## src/sdu_pkg.sv

```systemverilog
`default_nettype none
package sdu_pkg;

  // Store geometry
  localparam int STORE_DEPTH = 64;
  localparam int VALUE_WIDTH = 16;
  // Fixed width of the value fields on the channels
  localparam int FIELD_W     = 16;
  localparam int ADDR_W      = $clog2(STORE_DEPTH);
  localparam int CNT_W       = $clog2(STORE_DEPTH + 1);

  typedef logic [VALUE_WIDTH-1:0] value_t;
  typedef logic [CNT_W-1:0]       cnt_t;

  // Input action codes
  localparam logic ACT_LOAD   = 1'b0;
  localparam logic ACT_FINISH = 1'b1;

  // Controller to datapath commands
  typedef struct packed {
    logic cap_load;    // capture the incoming value as the search key
    logic emit_begin;  // start a new emission run
    logic scan_start;  // rewind the store scan
    logic scan_en;     // step the store scan
    logic commit_load; // store the key if it was not found and the store has room
    logic emit_push;   // move the found minimum into the output register
  } sdu_cmd_t;

  // Datapath to controller status
  typedef struct packed {
    logic scan_done;   // every held entry has been read and compared
    logic out_free;    // output register can take a result this cycle
    logic emit_last;   // the next pushed result ends the run
  } sdu_sts_t;

endpackage
`default_nettype wire

```

## src/sdu_if.sv

```systemverilog
`default_nettype none
// Input channel
interface sdu_in_if;
  logic                        valid;
  logic                        ready;
  logic                        action;
  logic [sdu_pkg::FIELD_W-1:0] value;

  modport source (output valid, output action, output value, input ready);
  modport sink   (input valid, input action, input value, output ready);
endinterface

// Result channel
interface sdu_out_if;
  logic                        valid;
  logic                        ready;
  logic [sdu_pkg::FIELD_W-1:0] result_value;
  logic                        last;
  logic                        empty_res;
  logic                        overflowed;

  modport source (output valid, output result_value, output last, output empty_res,
                  output overflowed, input ready);
  modport sink   (input valid, input result_value, input last, input empty_res,
                  input overflowed, output ready);
endinterface
`default_nettype wire

```

## src/sorted_distinct_union_top.sv

```systemverilog
`default_nettype none
// Load transaction: input busy during the store scan (one store read per held value, one compare
// stage, then the commit); with an empty store the scan ends at once and the load commits.
// Finish transaction with n held values: n results, each after a full store scan; an empty
// store loads its single result into the output register without a scan.
// A result waits in an output register while the next scan runs.
// Synchronous active-low reset clears fill count, overflow flag and control; store contents
// are left as they are and need no clearing pass.
module sorted_distinct_union_top (
  input wire logic   clk,
  input wire logic   rst_n,
  sdu_in_if.sink     in_if,
  sdu_out_if.source  out_if
);
  import sdu_pkg::*;

  sdu_cmd_t cmd;
  sdu_sts_t sts;

  sdu_ctrl u_ctrl (
    .clk       (clk),
    .rst_n     (rst_n),
    .in_valid  (in_if.valid),
    .in_action (in_if.action),
    .in_ready  (in_if.ready),
    .cmd       (cmd),
    .sts       (sts)
  );

  sdu_dp u_dp (
    .clk              (clk),
    .rst_n            (rst_n),
    .in_value         (in_if.value),
    .cmd              (cmd),
    .sts              (sts),
    .out_valid        (out_if.valid),
    .out_ready        (out_if.ready),
    .out_result_value (out_if.result_value),
    .out_last         (out_if.last),
    .out_empty_res    (out_if.empty_res),
    .out_overflowed   (out_if.overflowed)
  );

endmodule
`default_nettype wire

```

## src/sdu_ctrl.sv

```systemverilog
`default_nettype none
module sdu_ctrl (
  input  wire logic              clk,
  input  wire logic              rst_n,
  input  wire logic              in_valid,
  input  wire logic              in_action,
  output logic                   in_ready,
  output sdu_pkg::sdu_cmd_t      cmd,
  input  wire sdu_pkg::sdu_sts_t sts
);
  import sdu_pkg::*;

  localparam logic [1:0] S_IDLE  = 2'd0;
  localparam logic [1:0] S_LSCAN = 2'd1;
  localparam logic [1:0] S_ESCAN = 2'd2;

  logic [1:0] state_r;
  logic [1:0] state_nxt;
  logic       in_acc;

  assign in_ready = (state_r == S_IDLE);
  assign in_acc   = in_valid && in_ready;

  // Next state and command decode
  always_comb begin
    state_nxt = state_r;
    cmd       = '0;
    unique case (state_r)
      S_IDLE: begin
        if (in_acc) begin
          cmd.scan_start = 1'b1;
          if (in_action == ACT_LOAD) begin
            cmd.cap_load = 1'b1;
            state_nxt    = S_LSCAN;
          end else begin
            cmd.emit_begin = 1'b1;
            state_nxt      = S_ESCAN;
          end
        end
      end
      S_LSCAN: begin
        cmd.scan_en = 1'b1;
        if (sts.scan_done) begin
          cmd.commit_load = 1'b1;
          state_nxt       = S_IDLE;
        end
      end
      S_ESCAN: begin
        cmd.scan_en = 1'b1;
        if (sts.scan_done && sts.out_free) begin
          cmd.emit_push = 1'b1;
          if (sts.emit_last) begin
            state_nxt = S_IDLE;
          end else begin
            cmd.scan_start = 1'b1;
          end
        end
      end
      default: begin
        state_nxt = S_IDLE;
      end
    endcase
  end

  always_ff @(posedge clk) begin
    if (!rst_n) begin
      state_r <= S_IDLE;
    end else begin
      state_r <= state_nxt;
    end
  end

endmodule
`default_nettype wire

```

## src/sdu_dp.sv

```systemverilog
`default_nettype none
module sdu_dp (
  input  wire logic                        clk,
  input  wire logic                        rst_n,
  input  wire logic [sdu_pkg::FIELD_W-1:0] in_value,
  input  wire sdu_pkg::sdu_cmd_t           cmd,
  output sdu_pkg::sdu_sts_t                sts,
  output logic                             out_valid,
  input  wire logic                        out_ready,
  output logic [sdu_pkg::FIELD_W-1:0]      out_result_value,
  output logic                             out_last,
  output logic                             out_empty_res,
  output logic                             out_overflowed
);
  import sdu_pkg::*;

  value_t mem [STORE_DEPTH];

  cnt_t   fill_r;
  logic   ovf_r;
  cnt_t   idx_r;
  logic   rv_r;
  value_t rd_data_r;
  value_t cand_r;
  logic   hit_r;
  value_t prev_r;
  logic   have_prev_r;
  value_t best_r;
  logic   best_vld_r;
  cnt_t   emit_cnt_r;

  logic                out_valid_r;
  logic [FIELD_W-1:0]  out_value_r;
  logic                out_last_r;
  logic                out_empty_r;
  logic                out_ovf_r;

  logic rd_issue;
  logic above_prev;
  logic below_best;
  logic store_empty;
  logic has_room;
  cnt_t emit_cnt_inc;

  assign rd_issue     = cmd.scan_en && (idx_r < fill_r);
  assign above_prev   = !have_prev_r || (rd_data_r > prev_r);
  assign below_best   = !best_vld_r || (rd_data_r < best_r);
  assign store_empty  = (fill_r == '0);
  assign has_room     = (fill_r < CNT_W'(STORE_DEPTH));
  assign emit_cnt_inc = CNT_W'(emit_cnt_r + 1'b1);

  assign sts.scan_done = (idx_r == fill_r) && !rv_r;
  assign sts.out_free  = !out_valid_r || out_ready;
  assign sts.emit_last = store_empty || (emit_cnt_inc == fill_r);

  // Store write port
  always_ff @(posedge clk) begin
    if (cmd.commit_load && !hit_r && has_room) begin
      mem[fill_r[ADDR_W-1:0]] <= cand_r;
    end
  end

  // Store read port, registered data
  always_ff @(posedge clk) begin
    if (rd_issue) begin
      rd_data_r <= mem[idx_r[ADDR_W-1:0]];
    end
  end

  // Scan counter and read pipeline valid
  always_ff @(posedge clk) begin
    if (!rst_n) begin
      idx_r <= '0;
      rv_r  <= 1'b0;
    end else begin
      rv_r <= rd_issue;
      if (cmd.scan_start) begin
        idx_r <= '0;
      end else if (rd_issue) begin
        idx_r <= CNT_W'(idx_r + 1'b1);
      end
    end
  end

  // Compare stage: key match for loads, next-larger minimum for emission
  always_ff @(posedge clk) begin
    if (!rst_n) begin
      hit_r      <= 1'b0;
      best_vld_r <= 1'b0;
    end else if (cmd.scan_start) begin
      hit_r      <= 1'b0;
      best_vld_r <= 1'b0;
    end else if (rv_r) begin
      if (rd_data_r == cand_r) begin
        hit_r <= 1'b1;
      end
      if (above_prev && below_best) begin
        best_vld_r <= 1'b1;
      end
    end
  end

  always_ff @(posedge clk) begin
    if (rv_r && above_prev && below_best && !cmd.scan_start) begin
      best_r <= rd_data_r;
    end
    if (cmd.cap_load) begin
      cand_r <= in_value[VALUE_WIDTH-1:0];
    end
    if (cmd.emit_push) begin
      prev_r <= best_r;
    end
  end

  // Fill count, overflow flag and emission progress
  always_ff @(posedge clk) begin
    if (!rst_n) begin
      fill_r      <= '0;
      ovf_r       <= 1'b0;
      have_prev_r <= 1'b0;
      emit_cnt_r  <= '0;
    end else begin
      if (cmd.commit_load && !hit_r) begin
        if (has_room) begin
          fill_r <= CNT_W'(fill_r + 1'b1);
        end else begin
          ovf_r <= 1'b1;
        end
      end
      if (cmd.emit_begin) begin
        have_prev_r <= 1'b0;
        emit_cnt_r  <= '0;
      end else if (cmd.emit_push) begin
        have_prev_r <= 1'b1;
        emit_cnt_r  <= emit_cnt_inc;
      end
      if (cmd.emit_push && sts.emit_last) begin
        fill_r <= '0;
        ovf_r  <= 1'b0;
      end
    end
  end

  // Output register
  always_ff @(posedge clk) begin
    if (!rst_n) begin
      out_valid_r <= 1'b0;
    end else if (cmd.emit_push) begin
      out_valid_r <= 1'b1;
    end else if (out_ready) begin
      out_valid_r <= 1'b0;
    end
  end

  always_ff @(posedge clk) begin
    if (cmd.emit_push) begin
      out_value_r <= store_empty ? '0 : FIELD_W'(best_r);
      out_last_r  <= sts.emit_last;
      out_empty_r <= store_empty;
      out_ovf_r   <= ovf_r;
    end
  end

  assign out_valid        = out_valid_r;
  assign out_result_value = out_value_r;
  assign out_last         = out_last_r;
  assign out_empty_res    = out_empty_r;
  assign out_overflowed   = out_ovf_r;

endmodule
`default_nettype wire
```

## src/flat_wrapper.sv

```systemverilog
// flat-port wrapper written by rule: the top's interface ports become plain ports
module sorted_distinct_union_top_flat import sdu_pkg::*;
  (clk, rst_n, in_if_valid, in_if_action, in_if_value, in_if_ready, out_if_valid, out_if_result_value, out_if_last, out_if_empty_res, out_if_overflowed, out_if_ready);
  sdu_in_if in_if_i ();
  sdu_out_if out_if_i ();
  input wire logic clk;
  input wire logic rst_n;
  input wire logic [$bits(in_if_i.valid)-1:0] in_if_valid;
  input wire logic [$bits(in_if_i.action)-1:0] in_if_action;
  input wire logic [$bits(in_if_i.value)-1:0] in_if_value;
  output wire logic [$bits(in_if_i.ready)-1:0] in_if_ready;
  output wire logic [$bits(out_if_i.valid)-1:0] out_if_valid;
  output wire logic [$bits(out_if_i.result_value)-1:0] out_if_result_value;
  output wire logic [$bits(out_if_i.last)-1:0] out_if_last;
  output wire logic [$bits(out_if_i.empty_res)-1:0] out_if_empty_res;
  output wire logic [$bits(out_if_i.overflowed)-1:0] out_if_overflowed;
  input wire logic [$bits(out_if_i.ready)-1:0] out_if_ready;
  assign in_if_i.valid = in_if_valid;
  assign in_if_i.action = in_if_action;
  assign in_if_i.value = in_if_value;
  assign in_if_ready = in_if_i.ready;
  assign out_if_valid = out_if_i.valid;
  assign out_if_result_value = out_if_i.result_value;
  assign out_if_last = out_if_i.last;
  assign out_if_empty_res = out_if_i.empty_res;
  assign out_if_overflowed = out_if_i.overflowed;
  assign out_if_i.ready = out_if_ready;
  sorted_distinct_union_top u_core (.clk(clk), .rst_n(rst_n), .in_if(in_if_i), .out_if(out_if_i));
endmodule
```

## config.mk

```make
export PLATFORM = sky130hd
export DESIGN_NAME = sorted_distinct_union_top_flat
export DESIGN_NICKNAME = d
export VERILOG_FILES = /design/src/sdu_pkg.sv /design/src/sdu_if.sv /design/src/sorted_distinct_union_top.sv /design/src/sdu_ctrl.sv /design/src/sdu_dp.sv /design/src/flat_wrapper.sv
export SDC_FILE = /design/constraint.sdc
export NUM_CORES = 1
export LEC_CHECK = 0
export BUFFER_PORTS_ARGS = -buffer_cell sky130_fd_sc_hd__buf_2
export CAP_MARGIN = 25
export CORE_AREA = 2 2 322 324
export DETAILED_ROUTE_END_ITERATION = 12
export DIE_AREA = 0 0 324 326
export SKIP_LAST_GASP = 1
export SLEW_MARGIN = 20
export SYNTH_ARGS = -nofsm -noshare
export SYNTH_HDL_FRONTEND = slang
export SYNTH_SLANG_ARGS = --single-unit
```

## constraint.sdc

```tcl
create_clock -name clk -period 7.6 [get_ports clk]
set_clock_uncertainty 0.05 [all_clocks]
set_input_delay 0.76 -clock clk [delete_from_list [all_inputs] [get_ports clk]]
set_output_delay 0.76 -clock clk [all_outputs]
set_load 0.1 [all_outputs]
```

* Word-level counts from Yosys, hierarchy flattened *
Memory sizes are Yosys's and may differ from the RTL's. A register that Yosys moved wholly into a read port is not among the register bits.
Index checks and enable logic that the tools add are counted.

storage, ports and cells
  register bits = 96
  memory bits (writable) = 1024
  input bits = 21
  output and inout port bits = 21
  logic and storage cells = 91
  memories = 1

cells by class
  add/sub/neg operators = 3
  order comparisons = 4
  eq/ne operators = 9
  mux-type cells = 22
  bitwise logic cells = 2
  reductions and logical operators = 33

memory list
  memory           depth  width  rd ports  clocked after memory_dff  wr ports  line          RTL
  u_core.u_dp.mem  64     16     1         1                         1         sdu_dp.sv:17  value_t mem [STORE_DEPTH];

operator list
  operator                                                                count
  7-bit by 1-bit adder with 7-bit output (second input constant)          3
  16-bit equality test                                                    1
  16-bit > comparator                                                     1
  16-bit < comparator                                                     1
  7-bit equality test                                                     2
  1-bit two-way mux                                                       13
  2-bit two-way mux                                                       6
  1-bit logical AND                                                       11
  2-bit AND reduction                                                     4
  2-bit OR reduction                                                      4
  7-bit logical NOT                                                       1
  7-bit < comparator                                                      1
  7-bit < comparator (second input constant)                              1
  1-bit logical NOT                                                       6
  2-bit != test (second input constant)                                   3
  2-bit one-hot mux with 3 select lines                                   1
  1-bit logical OR                                                        4
  4-bit AND reduction                                                     1
  3-bit two-way mux                                                       1
  2-bit by 1-bit equality test with 1-bit output (second input constant)  1
  2-bit equality test (second input constant)                             1
  2-bit logical NOT                                                       1
  2-bit by 1-bit != test with 1-bit output (second input constant)        1
  1-bit inverter                                                          2
  other kinds (2)                                                         2

* Logic depth before layout (Yosys ltp) *
Gate-level depths: netlist of the first run.

  word-level depth = 8
  mapped depth = 15
  mapped depth without buffers = 9

* Hierarchy *
Synthesis of the first run repeated with hierarchy kept, for this count alone.

second synthesis, totals
  cells, all modules = 2189
  area, all modules = 44338.8 sq um

modules (own cells, without submodules)
  module    instances  cells each  area each (sq um)  sequential area each (sq um)
  sdu_dp    1          2166        44154.8            33782.4
  sdu_ctrl  1          23          183.9              40.0

* Worst setup path after synthesis of the first run *
No wires, ideal clock.

  path kind = flip-flop to flip-flop
  from = register u_core.u_dp.idx_r[0]
  to = memory u_core.u_dp.mem[11][0] (netlist bit), enable pin
  setup time = 0.388 ns
  arrival time = 3.613 ns
  data required time = 7.162 ns
  slack = 3.549 ns
  stages on the path, launching flop included = 13
  path buffers = 5
  period minus slack after synthesis = 4.051 ns
  cells stage by stage = dfxtp_1 buf_2 buf_4 buf_4 buf_4 buf_2 inv_1 ha_1 nand4_1 nor4_2 and2_1 nand3_1 nor2_1

on the way
  longest elaborated chain between the ends = 8

ends and longest elaborated chain
  item                                     line            RTL
  from (decl)                              sdu_dp.sv:21    cnt_t idx_r;
  from (signal assigned)                   sdu_dp.sv:80    idx_r <= CNT_W'(idx_r + 1'b1);
  7-bit equality test                      sdu_dp.sv:52    assign sts.scan_done = (idx_r == fill_r) && !rv_r;
  1-bit logical AND                        sdu_dp.sv:52
  1-bit two-way mux                        sdu_ctrl.sv:43  if (sts.scan_done) begin
  1-bit two-way mux                        sdu_ctrl.sv:28  unique case (state_r)
  1-bit logical AND (2 in a row)           sdu_dp.sv:58    if (cmd.commit_load && !hit_r && has_room) begin
  1-bit two-way mux                        sdu_dp.sv:58
  1-bit two-way mux (implied by the code)  sdu_dp.sv:59    mem[fill_r[ADDR_W-1:0]] <= cand_r;
  to (decl)                                sdu_dp.sv:17

No other way between the ends.

* Worst setup path after layout of the first run *
  from = register u_core.u_dp.idx_r[1]
  to = register u_core.u_dp.rd_data_r[9] (read register of u_core.u_dp.mem), data pin

on the way
  longest elaborated chain between the ends = 2

ends and longest elaborated chain
  item                line          RTL
  7-bit < comparator  sdu_dp.sv:45  assign rd_issue = cmd.scan_en && (idx_r < fill_r);
  1-bit logical AND   sdu_dp.sv:45
  to (decl)           sdu_dp.sv:23  value_t rd_data_r;

Parallel ways exist; a longest one is shown, timed or not.
A chain may end at the register's enable or synchronous reset.

==> results of run 1 <==
cell usage after synthesis, types with 13 or more instances:
cell type / number
edfxtp_1: 1107
o22ai_1: 19
nand3_1: 20
mux2i_1: 71
mux4_2: 271
mux2_2: 23
nand4_1: 13
buf_2: 45
and3_1: 15
a21oi_1: 22
dfxtp_1: 29
xnor2_1: 28
nor2_1: 109
inv_1: 49
nand2_1: 35
clkbuf_1: 32
ha_1: 45
a22oi_1: 22
o21ai_0: 16
stage by stage:
step / hold WS (ns) / total power (W) / utilization [%] / cells
finish: 0.210 / 0.0134 / 49.2 / 3730
CTS: 0.166 / 0.0135 / 49.2 / 3727
detailed placement: 0.384 / 0.00796 / 45.6 / 3521
floorplan: 0.359 / 0.00770 / - / 2099
global route: 0.187 / 0.0138 / 49.2 / 3728
global placement: 0.382 / 0.00794 / 45.5 / 3519
state kept, by name (all words and copies together), names as in the netlist, 2 cells and up:
| register | cells |
|---|---|
| u_core.u_dp.idx_r | 7 |
| u_core.u_ctrl.state_r | 2 |
| u_core.u_dp.fill_r | 7 |
| u_core.u_dp.best_r | 16 |
| u_core.u_dp.out_result_value | 16 |
| u_core.u_dp.cand_r | 16 |
| u_core.u_dp.mem | 1024 |
| u_core.u_dp.emit_cnt_r | 7 |
| u_core.u_dp.rd_data_r | 16 |
| u_core.u_dp.prev_r | 16 |
logic make-up (layout without fill, tap and decap cells):
| logic type | after synthesis | after routing | share of synthesized area [%] |
|---|---|---|---|
| flops | 1136 | 1136 | 76.0 |
| xor+xnor | 32 | 32 | 0.630 |
| fa+ha+maj | 45 | 45 | 1.26 |
| compound gates | 130 | 130 | 2.09 |
| mux | 365 | 365 | 15.9 |
| simple gates | 243 | 243 | 2.62 |
| other cells | 0 | 2 | 0 |
| buf+inv | 148 | 397 | 1.53 |
final timing paths:
kind                            cells after the start  slack [ns]                               from                            endpoint
worst max register to register                      7        3.19  u_core.u_dp.idx_r[1]$_SDFFE_PP0P_  u_core.u_dp.rd_data_r[9]$_DFFE_PP_
worst max-delay path                                7        3.19  u_core.u_dp.idx_r[1]$_SDFFE_PP0P_  u_core.u_dp.rd_data_r[9]$_DFFE_PP_
worst min-delay path                                1        0.21                    in_if_value[13]    u_core.u_dp.cand_r[13]$_DFFE_PP_
worst min register to register                      0        0.40    u_core.u_dp.best_r[3]$_DFFE_PP_     u_core.u_dp.prev_r[3]$_DFFE_PP_
layout make-up:
| cell class | count | area share, % |
|---|---|---|
| Multi-Input combinational cell | 815 | 19.8 |
| Clock buffer | 144 | 5.95 |
| Sequential cell | 1136 | 67.0 |
| Tap cell | 1380 | 3.42 |
| Clock inverter | 62 | 1.43 |
| Timing Repair Buffer | 139 | 1.97 |
| Antenna cell | 2 | 0.00991 |
| Inverter | 52 | 0.389 |
power by group through the flow:
stage / clock network [W] / logic [W] / registers (W)
after floorplan: 0 / 0.000383 / 0.00732
after global placement: 0 / 0.000765 / 0.00717
after detailed placement: 0 / 0.000787 / 0.00717
after CTS: 0.00570 / 0.000788 / 0.00704
after global routing: 0.00594 / 0.000844 / 0.00704
final: 0.00560 / 0.000786 / 0.00704
per-layer routing:
| metal | track usage [%] | wire length (µm) | up-vias |
|---|---|---|---|
| li1 | - | - | 9010 |
| met1 | 28.9 | 45000 | 11500 |
| met4 | 5.19 | 2230 | 0 |
| met5 | 0 | 0 | - |
| met2 | 32.6 | 51500 | 763 |
| met3 | 2.90 | 6560 | 136 |
==> summary.md, run 1 <==
| Metric | Value |
|---|---|
| Status | `complete, no violations` |
| CP startpoint kind | `flop` |
| Initial antenna violation count | `3` |
| Endpoints failing hold | `0` |
| Root buffer cell | `clkbuf_16` |
| Worst Tran Pin Value | `~0.95 ns` |
| Clk pwr share | `a little over two fifths` |
| CP Data Required Time | `approximately 8 ns` |
| Chip Height | `326 µm` |
| Syn_nets | `2165` |
| Core ar. | `a little over 100000 µm²` |
| Dpl ws | `between 3 and 4 ns` |
| Setup CP Type | `flop to flop` |
| Antenna-violating nets left | `0` |
| # rows | `about 120` |
| Post-Place Cell Area | `46800 µm²` |
| Layout cells sized above 1 | `around a quarter` |
| DRC Markers | `0` |
| CTS tree | `built` |
| Hold-fix buffers, CTS | `0` |
| Slowest cell on crit path | `buf_4` |
| GRT Residual Overflow | `0` |
| CP Cell Sequence | `buf_4 > buf_12 > mux4_2 > mux2_2 > o22ai_1 > a221oi_1 > and3_1` |
| DRT Pass-1 Iters | `5` |
| Pwr/cell area | `266 nW/µm²` |
| Hold Crit Class | `input port to flop` |
| Crit-path max cell delay | `slightly above 0.8 ns` |
| Global placement routability congestion | `between 0.8 and 0.9` |
| # setup viols final | `0` |
| Worst-Skew Late Latency | `~0.68 ns` |
| Vias in the first global route | `~22000` |
| # IOs | `42` |
| CP endpoint kind | `flop` |
| Max IR drop VDD | `207 µV` |
| Area of the multi-input gates | `10000 µm²` |
| Crit path buffers/inverters | `2` |
| IO Port Bufs | `41` |
| GRT Util Overall | `around a fifth` |
| Leading cell types in the layout, fill and taps excluded | `1107 x edfxtp_1, 271 x mux4_2, 115 x clkbuf_16` |
| Worst slew margin | `~36%` |
| Synth Flop Type | `edfxtp_1` |
| Internal power | `about 0.011 W` |
| Synth top area cells | `edfxtp_1 75%, mux4_2 14%, mux2i_1 1.6%, dfxtp_1 1.3%, ha_1 1.3%` |
| Async S/R FF share, synth | `0%` |
| DRT iter0 DRCs | `roughly 2400` |
| Effective utilization at floorplan | `a little over two fifths` |
| First-pass GRT wire length | `around 150000 µm` |
| Clock-pin transition on the worst setup and hold timing paths | `0.06 ns` |
| Top cell type's share of synthesized area | `approximately three quarters` |
| Avg Cell Area, Syn | `roughly 21 µm²` |
| Arrival @ worst endpoint | `about 4.8 ns` |
| Die area | `between 100000 and 150000 µm²` |
| Total Neg Setup Slack | `0 ns` |
| Seq/Total Area, Yosys | `between 70 and 80%` |
| Period utilisation layout | `between 50 and 60%` |
| Slew Viols, Final | `0` |
| RSZ-0062 raised after global routing | `false` |
| Post-route cell area | `just over 50000 µm²` |
| Leakage power | `approximately 16 nW` |
| Filler cell count | `about 8200` |
| Final min period | `4.41 ns` |
| Sw Ratio | `21.6%` |
| Die width | `around 320 µm` |
| Combinational power share | `~5.9%` |
| Reg area | `between 30000 and 40000 µm²` |
| Sequential Power Share | `around 52%` |
| Hpwl dp | `a little over 60000 µm` |
| Net Sw Power | `between 0.002 and 0.003 W` |
| Count of different cell masters after synthesis | `64` |
| Fmax | `approximately 230 MHz` |
| Cell taking the most area after synthesis | `edfxtp_1` |
| Synth Register Bits | `about 1100` |
| Synth Instances | `2099` |
| Nets | `around 2300` |
| Maxcap violations | `0` |
| H-tree levels | `3` |
| Postcts setup bufs | `0` |
| Area Overhead vs Synth | `13.5%` |
| Cts bufs inserted | `between 100 and 150` |
| Vias/cell | `5.75` |
| CTS sink count | `approximately 1100` |
| Family with the most delay on the worst path | `buffers and inverters` |
| Synthesis Warnings | `0` |
| Largest net degree at the start of global routing | `135` |
| Synthesized area | `about 45000 µm²` |
| Crit path setup slack, layout | `3.19 ns` |
| Most common cell after layout, fill and taps aside | `edfxtp_1` |
| Final wirelength | `approximately 110000 µm` |
| Avg WL per Cell | `about 28 µm` |
| PostCTS Resize Cnt | `0` |
| Clock Path Buffers | `3` |
| DR vias | `around 21000` |
| Largest fanout on the critical path | `about 130` |
| Post-synth EDFFs | `roughly 1100` |
(Power assumes the default switching activity.)
==> run 2: changes to the inputs <==
==> constraint.sdc (replaced) <==
create_clock -name clk -period 4.3 [get_ports clk]
set_clock_uncertainty 0.05 [all_clocks]
set_input_delay 0.43 -clock clk [delete_from_list [all_inputs] [get_ports clk]]
set_output_delay 0.43 -clock clk [all_outputs]
set_load 0.1 [all_outputs]
==> run 2 against run 1 <==
Worst setup slack got worse by 2.6 ns; power increased by 74%; sequential share of layout area decreased by 0.38 points; sequential power increased by 76%; largest cell class unchanged.
==> summary.md, run 2 (synthesized netlist as in run 1, its figures left out) <==
| Metric | Value |
|---|---|
| Crit-path max cell delay | `0.62 ns (-0.20 ns)` |
| Largest net degree at the start of global routing | `138 (+2.2%)` |
| # IOs | `42 (unchanged)` |
| # rows | `118 (unchanged)` |
| Die area | `106000 µm² (unchanged)` |
| Sw Ratio | `22.4% (+0.72 points)` |
| Cts bufs inserted | `112 (-0.88%)` |
| Antenna-violating nets left | `0 (unchanged)` |
| Pwr/cell area | `459 nW/µm² (+73%)` |
| Leakage power | `16.0 nW (+1.1%)` |
| Effective utilization at floorplan | `43.4% (unchanged)` |
| Global placement routability congestion | `0.881 (+2.6%)` |
| Worst slew margin | `32.2% (-4.2 points)` |
| RSZ-0062 raised after global routing | `false` |
| DRC Markers | `0 (unchanged)` |
| Internal power | `0.0181 W (+72%)` |
| Status | `complete, no violations` |
| Hpwl dp | `64800 µm (+6.1%)` |
| Slowest cell on crit path | `nor4_2` |
| DR vias | `21500 (+0.39%)` |
| Filler cell count | `8200 (-0.49%)` |
| Worst-Skew Late Latency | `0.70 ns (+0.02 ns)` |
| Leading cell types in the layout, fill and taps excluded | `1107 x edfxtp_1, 271 x mux4_2, 122 x buf_4` |
| Sequential Power Share | `53.4% (+1.0 points)` |
| DRT iter0 DRCs | `2215 (-7.6%)` |
| Max FFs per register | `1024 (unchanged)` |
| CTS tree | `built` |
| Crit path buffers/inverters | `2 (unchanged)` |
| Maxcap violations | `0 (unchanged)` |
| Setup CP Type | `flop to flop` |
| # setup viols final | `0 (unchanged)` |
| CP Data Required Time | `4.61 ns (-3.37 ns)` |
| Placed cell count | `3555 (+0.97%)` |
| Final wirelength | `107000 µm (+2.0%)` |
| Initial antenna violation count | `5 (+2)` |
| Layout cells sized above 1 | `27.0% (+1.1 points)` |
| Nets | `2373 (+2.2%)` |
| Net Sw Power | `0.00522 W (+80%)` |
| Core ar. | `103000 µm² (unchanged)` |
| Largest fanout on the critical path | `16 (-88%)` |
| Combinational power share | `6.2% (+0.3 points)` |
| Chip Height | `326 µm (unchanged)` |
| First-pass GRT wire length | `155000 µm (+1.1%)` |
| Period utilisation layout | `85.5% (+28 points)` |
| Final cell count without fillers | `3775 (+1.2%)` |
| Max IR drop VDD | `328 µV (+59%)` |
| Endpoints failing hold | `0 (unchanged)` |
| Worst Tran Pin Value | `1.02 ns (+0.0633 ns)` |
| Total Neg Setup Slack | `0 ns (unchanged)` |
| Avg WL per Cell | `28.4 µm (+0.76%)` |
| Clock Path Buffers | `3 (unchanged)` |
| CTS sink count | `1136 (unchanged)` |
| Clock-pin transition on the worst setup and hold timing paths | `0.06 ns (about the same)` |
| CP Cell Sequence | `clkinv_1 > ha_1 > nand4_1 > nor4_2 > and2_1 > nand3_1 > nor2_1 > buf_4` |
| Fmax | `272 MHz (+20%)` |
| Vias in the first global route | `22100 (+1.2%)` |
| Area Overhead vs Synth | `14.1%` |
| Vias/cell | `5.70 (-0.80%)` |
| Arrival @ worst endpoint | `3.98 ns (-0.81 ns)` |
| Hold Crit Class | `input port to flop` |
| DRT Pass-1 Iters | `6 (+1)` |
| CP startpoint kind | `flop` |
| GRT Residual Overflow | `0 (unchanged)` |
| Clk pwr share | `40.5% (-1.2 points)` |
| Final min period | `3.68 ns (-0.731 ns)` |
| Slew Viols, Final | `0 (unchanged)` |
| Postcts setup bufs | `0 (unchanged)` |
| Family with the most delay on the worst path | `simple AND/OR/NAND/NOR gates` |
| H-tree levels | `3 (unchanged)` |
| IO Port Bufs | `41 (unchanged)` |
| Most common cell after layout, fill and taps aside | `edfxtp_1` |
| Die width | `324 µm (unchanged)` |
| Root buffer cell | `clkbuf_16` |
| GRT Util Overall | `20.5% (+0.39 points)` |
| CP endpoint kind | `flop` |
-- run 2: worst paths after layout --
kind / startpoint / to / slack [ns] / cells after the start
max: u_core.u_dp.fill_r[3]$_SDFFE_PP0P_ / u_core.u_dp.mem[43][7]$_DFFE_PP_ / 0.62 / 8
min: rst_n / u_core.u_ctrl.state_r[1]$_SDFFE_PN0P_ / 0.08 / 3
max reg2reg: u_core.u_dp.fill_r[3]$_SDFFE_PP0P_ / u_core.u_dp.mem[43][7]$_DFFE_PP_ / 0.62 / 8
min reg2reg: u_core.u_dp.best_r[10]$_DFFE_PP_ / u_core.u_dp.prev_r[10]$_DFFE_PP_ / 0.39 / 0
-- run 2: stage by stage --
step / worst slack [ns] / power, W / hold slack, ns / utilization (%) / area, µm²
6_report: 0.623 / 0.0233 / 0.0832 / 49.5 / 50800
5_1_grt: 0.377 / 0.0240 / 0.0960 / 49.5 / 50800
4_1_cts: 0.626 / 0.0235 / 0.0353 / 49.5 / 50800
3_5_place_dp: 0.634 / 0.0141 / 0.382 / 45.9 / 47100
3_3_place_gp: 0.747 / 0.0141 / 0.381 / 45.9 / 47100
2_1_floorplan: 0.249 / 0.0136 / 0.359 / - / 44500
-- run 2: per-layer routing --
metal	part of all wire, %	wire length [µm]	track usage [%]	vias up
li1	-	-	-	9125
met2	48	51200	32.4	855
met3	8.0	8550	4.75	163
met4	3.0	3210	6.88	0
met5	0	0	0	-
met1	41	44400	28.3	11400
-- run 2: power groups by stage --
stage | clock network, W | registers (W) | logic (W)
2_1_floorplan | 0 | 0.0129 | 0.000676
3_3_place_gp | 0 | 0.0127 | 0.00140
3_5_place_dp | 0 | 0.0127 | 0.00144
4_1_cts | 0.00964 | 0.0125 | 0.00145
5_1_grt | 0.0100 | 0.0125 | 0.00154
6_report | 0.00944 | 0.0124 | 0.00144
-- run 2: worst register-to-register path: stages, from the launching register on --
cell and delay (ns):
dfxtp_1 0.45, clkinv_1 0.26, ha_1 0.37, nand4_1 0.17
nor4_2 0.62, and2_1 0.29, nand3_1 0.52, nor2_1 0.28
buf_4 0.33
-- run 2: repair_timing --
item	in CTS	in global routing
endpoints found under the hold margin	17	0
hold buffers	17	0
resized for setup	0	0
-- run 2: area by class of cell --
class                           instances  area [µm²]  share of cell area [%]
Inverter                               52         196                   0.387
Timing Repair Buffer                  190        1490                    2.93
Sequential cell                      1136       33800                    66.6
Clock buffer                          127        2860                    5.63
Tap cell                             1380        1730                    3.40
Clock inverter                         74         676                    1.33
Antenna cell                            1        2.50                 0.00493
Multi-Input combinational cell        815       10000                    19.7
==> run 3: changes to the inputs <==
--- a/config.mk
+++ b/config.mk
@@ -10,8 +10,10 @@
 export CORE_AREA = 2 2 322 324
 export DETAILED_ROUTE_END_ITERATION = 12
 export DIE_AREA = 0 0 324 326
+export PLACE_DENSITY = 0.57
 export SKIP_LAST_GASP = 1
 export SLEW_MARGIN = 20
 export SYNTH_ARGS = -nofsm -noshare
 export SYNTH_HDL_FRONTEND = slang
 export SYNTH_SLANG_ARGS = --single-unit
+export TNS_END_PERCENT = 100
==> constraint.sdc (replaced) <==
create_clock -name clk -period 4.7 [get_ports clk]
set_clock_uncertainty 0.05 [all_clocks]
set_input_delay 0.47 -clock clk [delete_from_list [all_inputs] [get_ports clk]]
set_output_delay 0.47 -clock clk [all_outputs]
set_load 0.1 [all_outputs]
==> run 3 against run 2 <==
Non-clock buffer count decreased by 20; critical endpoint is now u_core.u_dp.mem[25][7]$_DFFE_PP_; utilization about the same; register-to-register slack improved by 0.32 ns; routed wire length increased by 0.70%; largest cell class unchanged; via count increased by 0.12%; highest routed layer unchanged; count of clock-buffer cells in the layout increased by 26; combinational power decreased by 9.7%; global-route usage increased by 0.10 points; fmax decreased by 2.2%; first-iteration DRC count increased by 5.6%.
==> summary.md, run 3 (synthesized netlist as in run 1, its figures left out) <==
| Metric | Value |
|---|---|
| Status | `complete, no violations` |
| Endpoints failing hold | `0 (unchanged)` |
| Most common cell after layout, fill and taps aside | `edfxtp_1` |
| # rows | `118 (unchanged)` |
| Total Neg Setup Slack | `0 ns (unchanged)` |
| Arrival @ worst endpoint | `4.07 ns (+0.09 ns)` |
| Period utilisation layout | `80.0% (-5.5 points)` |
| Hpwl dp | `64600 µm (-0.30%)` |
| First-pass GRT wire length | `156000 µm (+0.84%)` |
| CP Data Required Time | `5.01 ns (+0.40 ns)` |
| Family with the most delay on the worst path | `simple AND/OR/NAND/NOR gates` |
| Crit path buffers/inverters | `2 (unchanged)` |
| CP startpoint | `u_core.u_dp.fill_r[3]$_SDFFE_PP0P_` |
| Reg2Reg Setup Slack | `0.94 ns (+0.32 ns)` |
| # IOs | `42 (unchanged)` |
| Area Overhead vs Synth | `14.1% (about the same)` |
| CP endpoint kind | `flop` |
| Max FFs per register | `1024 (unchanged)` |
| Dpl ws | `1.00 ns (+0.368 ns)` |
| Cts bufs inserted | `117 (+4.5%)` |
| Hold path depth | `3 (unchanged)` |
| Worst slew margin | `29.3% (-2.9 points)` |
| Final min period | `3.76 ns (+0.0846 ns)` |
| Die area | `106000 µm² (unchanged)` |
| Leakage power | `16.0 nW (about the same)` |
| Clock-pin transition on the worst setup and hold timing paths | `0.06 ns (about the same)` |
| Antenna-violating nets left | `0 (unchanged)` |
| R2R Path End | `u_core.u_dp.mem[25][7]$_DFFE_PP_` |
| DR vias | `21500 (+0.12%)` |
| Largest fanout on the critical path | `12 (-4)` |
| Reg-to-Reg Start | `u_core.u_dp.fill_r[3]$_SDFFE_PP0P_` |
| CTS sink count | `1136 (unchanged)` |
| H-tree levels | `3 (unchanged)` |
| Worst Tran Pin Value | `1.06 ns (+0.0418 ns)` |
| Leading cell types in the layout, fill and taps excluded | `1107 x edfxtp_1, 271 x mux4_2, 119 x clkbuf_16` |
| Effective utilization at floorplan | `43.4% (unchanged)` |
| DRT Pass-1 Iters | `5 (-1)` |
| IO Port Bufs | `41 (unchanged)` |
| Root buffer cell | `clkbuf_16` |
| Critical Path Stages | `8 (unchanged)` |
| Clock Path Buffers | `3 (unchanged)` |
| Layout cells sized above 1 | `26.4% (-0.61 points)` |
| Hold Crit Class | `input port to flop` |
| Slowest cell on crit path | `nor4_2` |
| # setup viols final | `0 (unchanged)` |
| Finished Core Util | `49.5% (about the same)` |
| Largest net degree at the start of global routing | `99 (-28%)` |
| Reg2reg path depth | `8 (unchanged)` |
| Fmax | `266 MHz (-2.2%)` |
| GRT Util Overall | `20.6% (+0.10 points)` |
| DRT iter0 DRCs | `2340 (+5.6%)` |
| CP startpoint kind | `flop` |
| Slew Viols, Final | `0 (unchanged)` |
| CP Cell Sequence | `clkinv_1 > ha_1 > nand4_1 > nor4_2 > and2_1 > nand2_1 > nor2_1 > buf_4` |
| Avg WL per Cell | `28.7 µm (+0.94%)` |
| PostCTS Resize Cnt | `0 (unchanged)` |
| Maxcap violations | `0 (unchanged)` |
| CTS tree | `built` |
| GRT Residual Overflow | `0 (unchanged)` |
| Crit-path max cell delay | `0.63 ns (about the same)` |
| Die width | `324 µm (unchanged)` |
| Core ar. | `103000 µm² (unchanged)` |
| Power, Total | `0.0216 W (-7.5%)` |
| Worst-Skew Late Latency | `0.69 ns (about the same)` |
| Pwr/cell area | `425 nW/µm² (-7.5%)` |
| Chip Height | `326 µm (unchanged)` |
| DRC Markers | `0 (unchanged)` |
| CP endpoint | `u_core.u_dp.mem[25][7]$_DFFE_PP_` |
| Initial antenna violation count | `2 (-3)` |
| RSZ-0062 raised after global routing | `false` |
| Vias/cell | `5.72 (+0.36%)` |
| Global placement routability congestion | `0.894 (+1.5%)` |
| Vias in the first global route | `22000 (-0.62%)` |
| Nets | `2358 (-0.63%)` |
| Setup CP Type | `flop to flop` |
| Crit path setup slack, layout | `0.939 ns (+0.315 ns)` |
| Final wirelength | `108000 µm (+0.70%)` |
| Max IR drop VDD | `306 µV (-7.0%)` |
## run 3: metal layers
layer / part of all wire, % / wire [µm] / vias up / global-route usage (%)
met3: 6.7 / 7200 / 135 / 3.96
met4: 2.2 / 2360 / 0 / 5.58
li1: - / - / 9084 / -
met5: 0 / 0 / - / 0
met2: 49 / 52800 / 723 / 33.3
met1: 42 / 45800 / 11600 / 28.9
## run 3: power breakdown
part / switching (W) / total (W) / internal [W]
registers: 0.0000719 / 0.0114 / 0.0113
clock network: 0.00375 / 0.00889 / 0.00515
logic: 0.000912 / 0.00130 / 0.000386
total: 0.00473 / 0.0216 / 0.0168
## run 3: worst min path at each step
stage	start	endpoint	slack, ns
final	in_if_action	u_core.u_ctrl.state_r[1]$_SDFFE_PN0P_	0.10
after global routing	in_if_action	u_core.u_ctrl.state_r[1]$_SDFFE_PN0P_	0.10
after CTS	in_if_action	u_core.u_ctrl.state_r[0]$_SDFFE_PN0P_	0.05
after detailed placement	u_core.u_dp.best_r[3]$_DFFE_PP_	u_core.u_dp.prev_r[3]$_DFFE_PP_	0.38
after global placement	u_core.u_dp.best_r[6]$_DFFE_PP_	u_core.u_dp.prev_r[6]$_DFFE_PP_	0.38
after floorplan	u_core.u_dp.ovf_r$_SDFFE_PP0P_	u_core.u_dp.out_overflowed$_DFFE_PP_	0.36
## run 3: what timing repair did
| action | in CTS | in global routing |
|---|---|---|
| hold buffers | 16 | 0 |
| hold endpoints to repair | 16 | 0 |
| setup buffers | 0 | 0 |
| endpoints found under the setup margin | 0 | 0 |
## run 3: area by class of cell
class | count | area, µm²
Fill cell | 8258 | 51800
Sequential cell | 1136 | 33800
Multi-Input combinational cell | 815 | 10000
Clock buffer | 153 | 3170
Tap cell | 1380 | 1730
Timing Repair Buffer | 170 | 1350
Clock inverter | 59 | 507
Inverter | 52 | 196
Antenna cell | 1 | 2.50
## run 3: per-stage QoR
| stage | cell area, µm² | hold slack [ns] | instances |
|---|---|---|---|
| after floorplan | 44500 | 0.359 | 2099 |
| after global placement | 46900 | 0.379 | 3534 |
| after detailed placement | 46900 | 0.384 | 3535 |
| after CTS | 50800 | 0.0533 | 3763 |
| after global routing | 50800 | 0.102 | 3765 |
| final | 50800 | 0.102 | 3766 |
## run 3: worst register-to-register path: cells and delay by family, from the launching register on
kind                     cells  cell delay [ns]
flip-flops                   1             0.47
AND/OR/NAND/NOR              5             1.88
adder cells (fa/ha/maj)      1             0.38
buffers and inverters        2             0.63
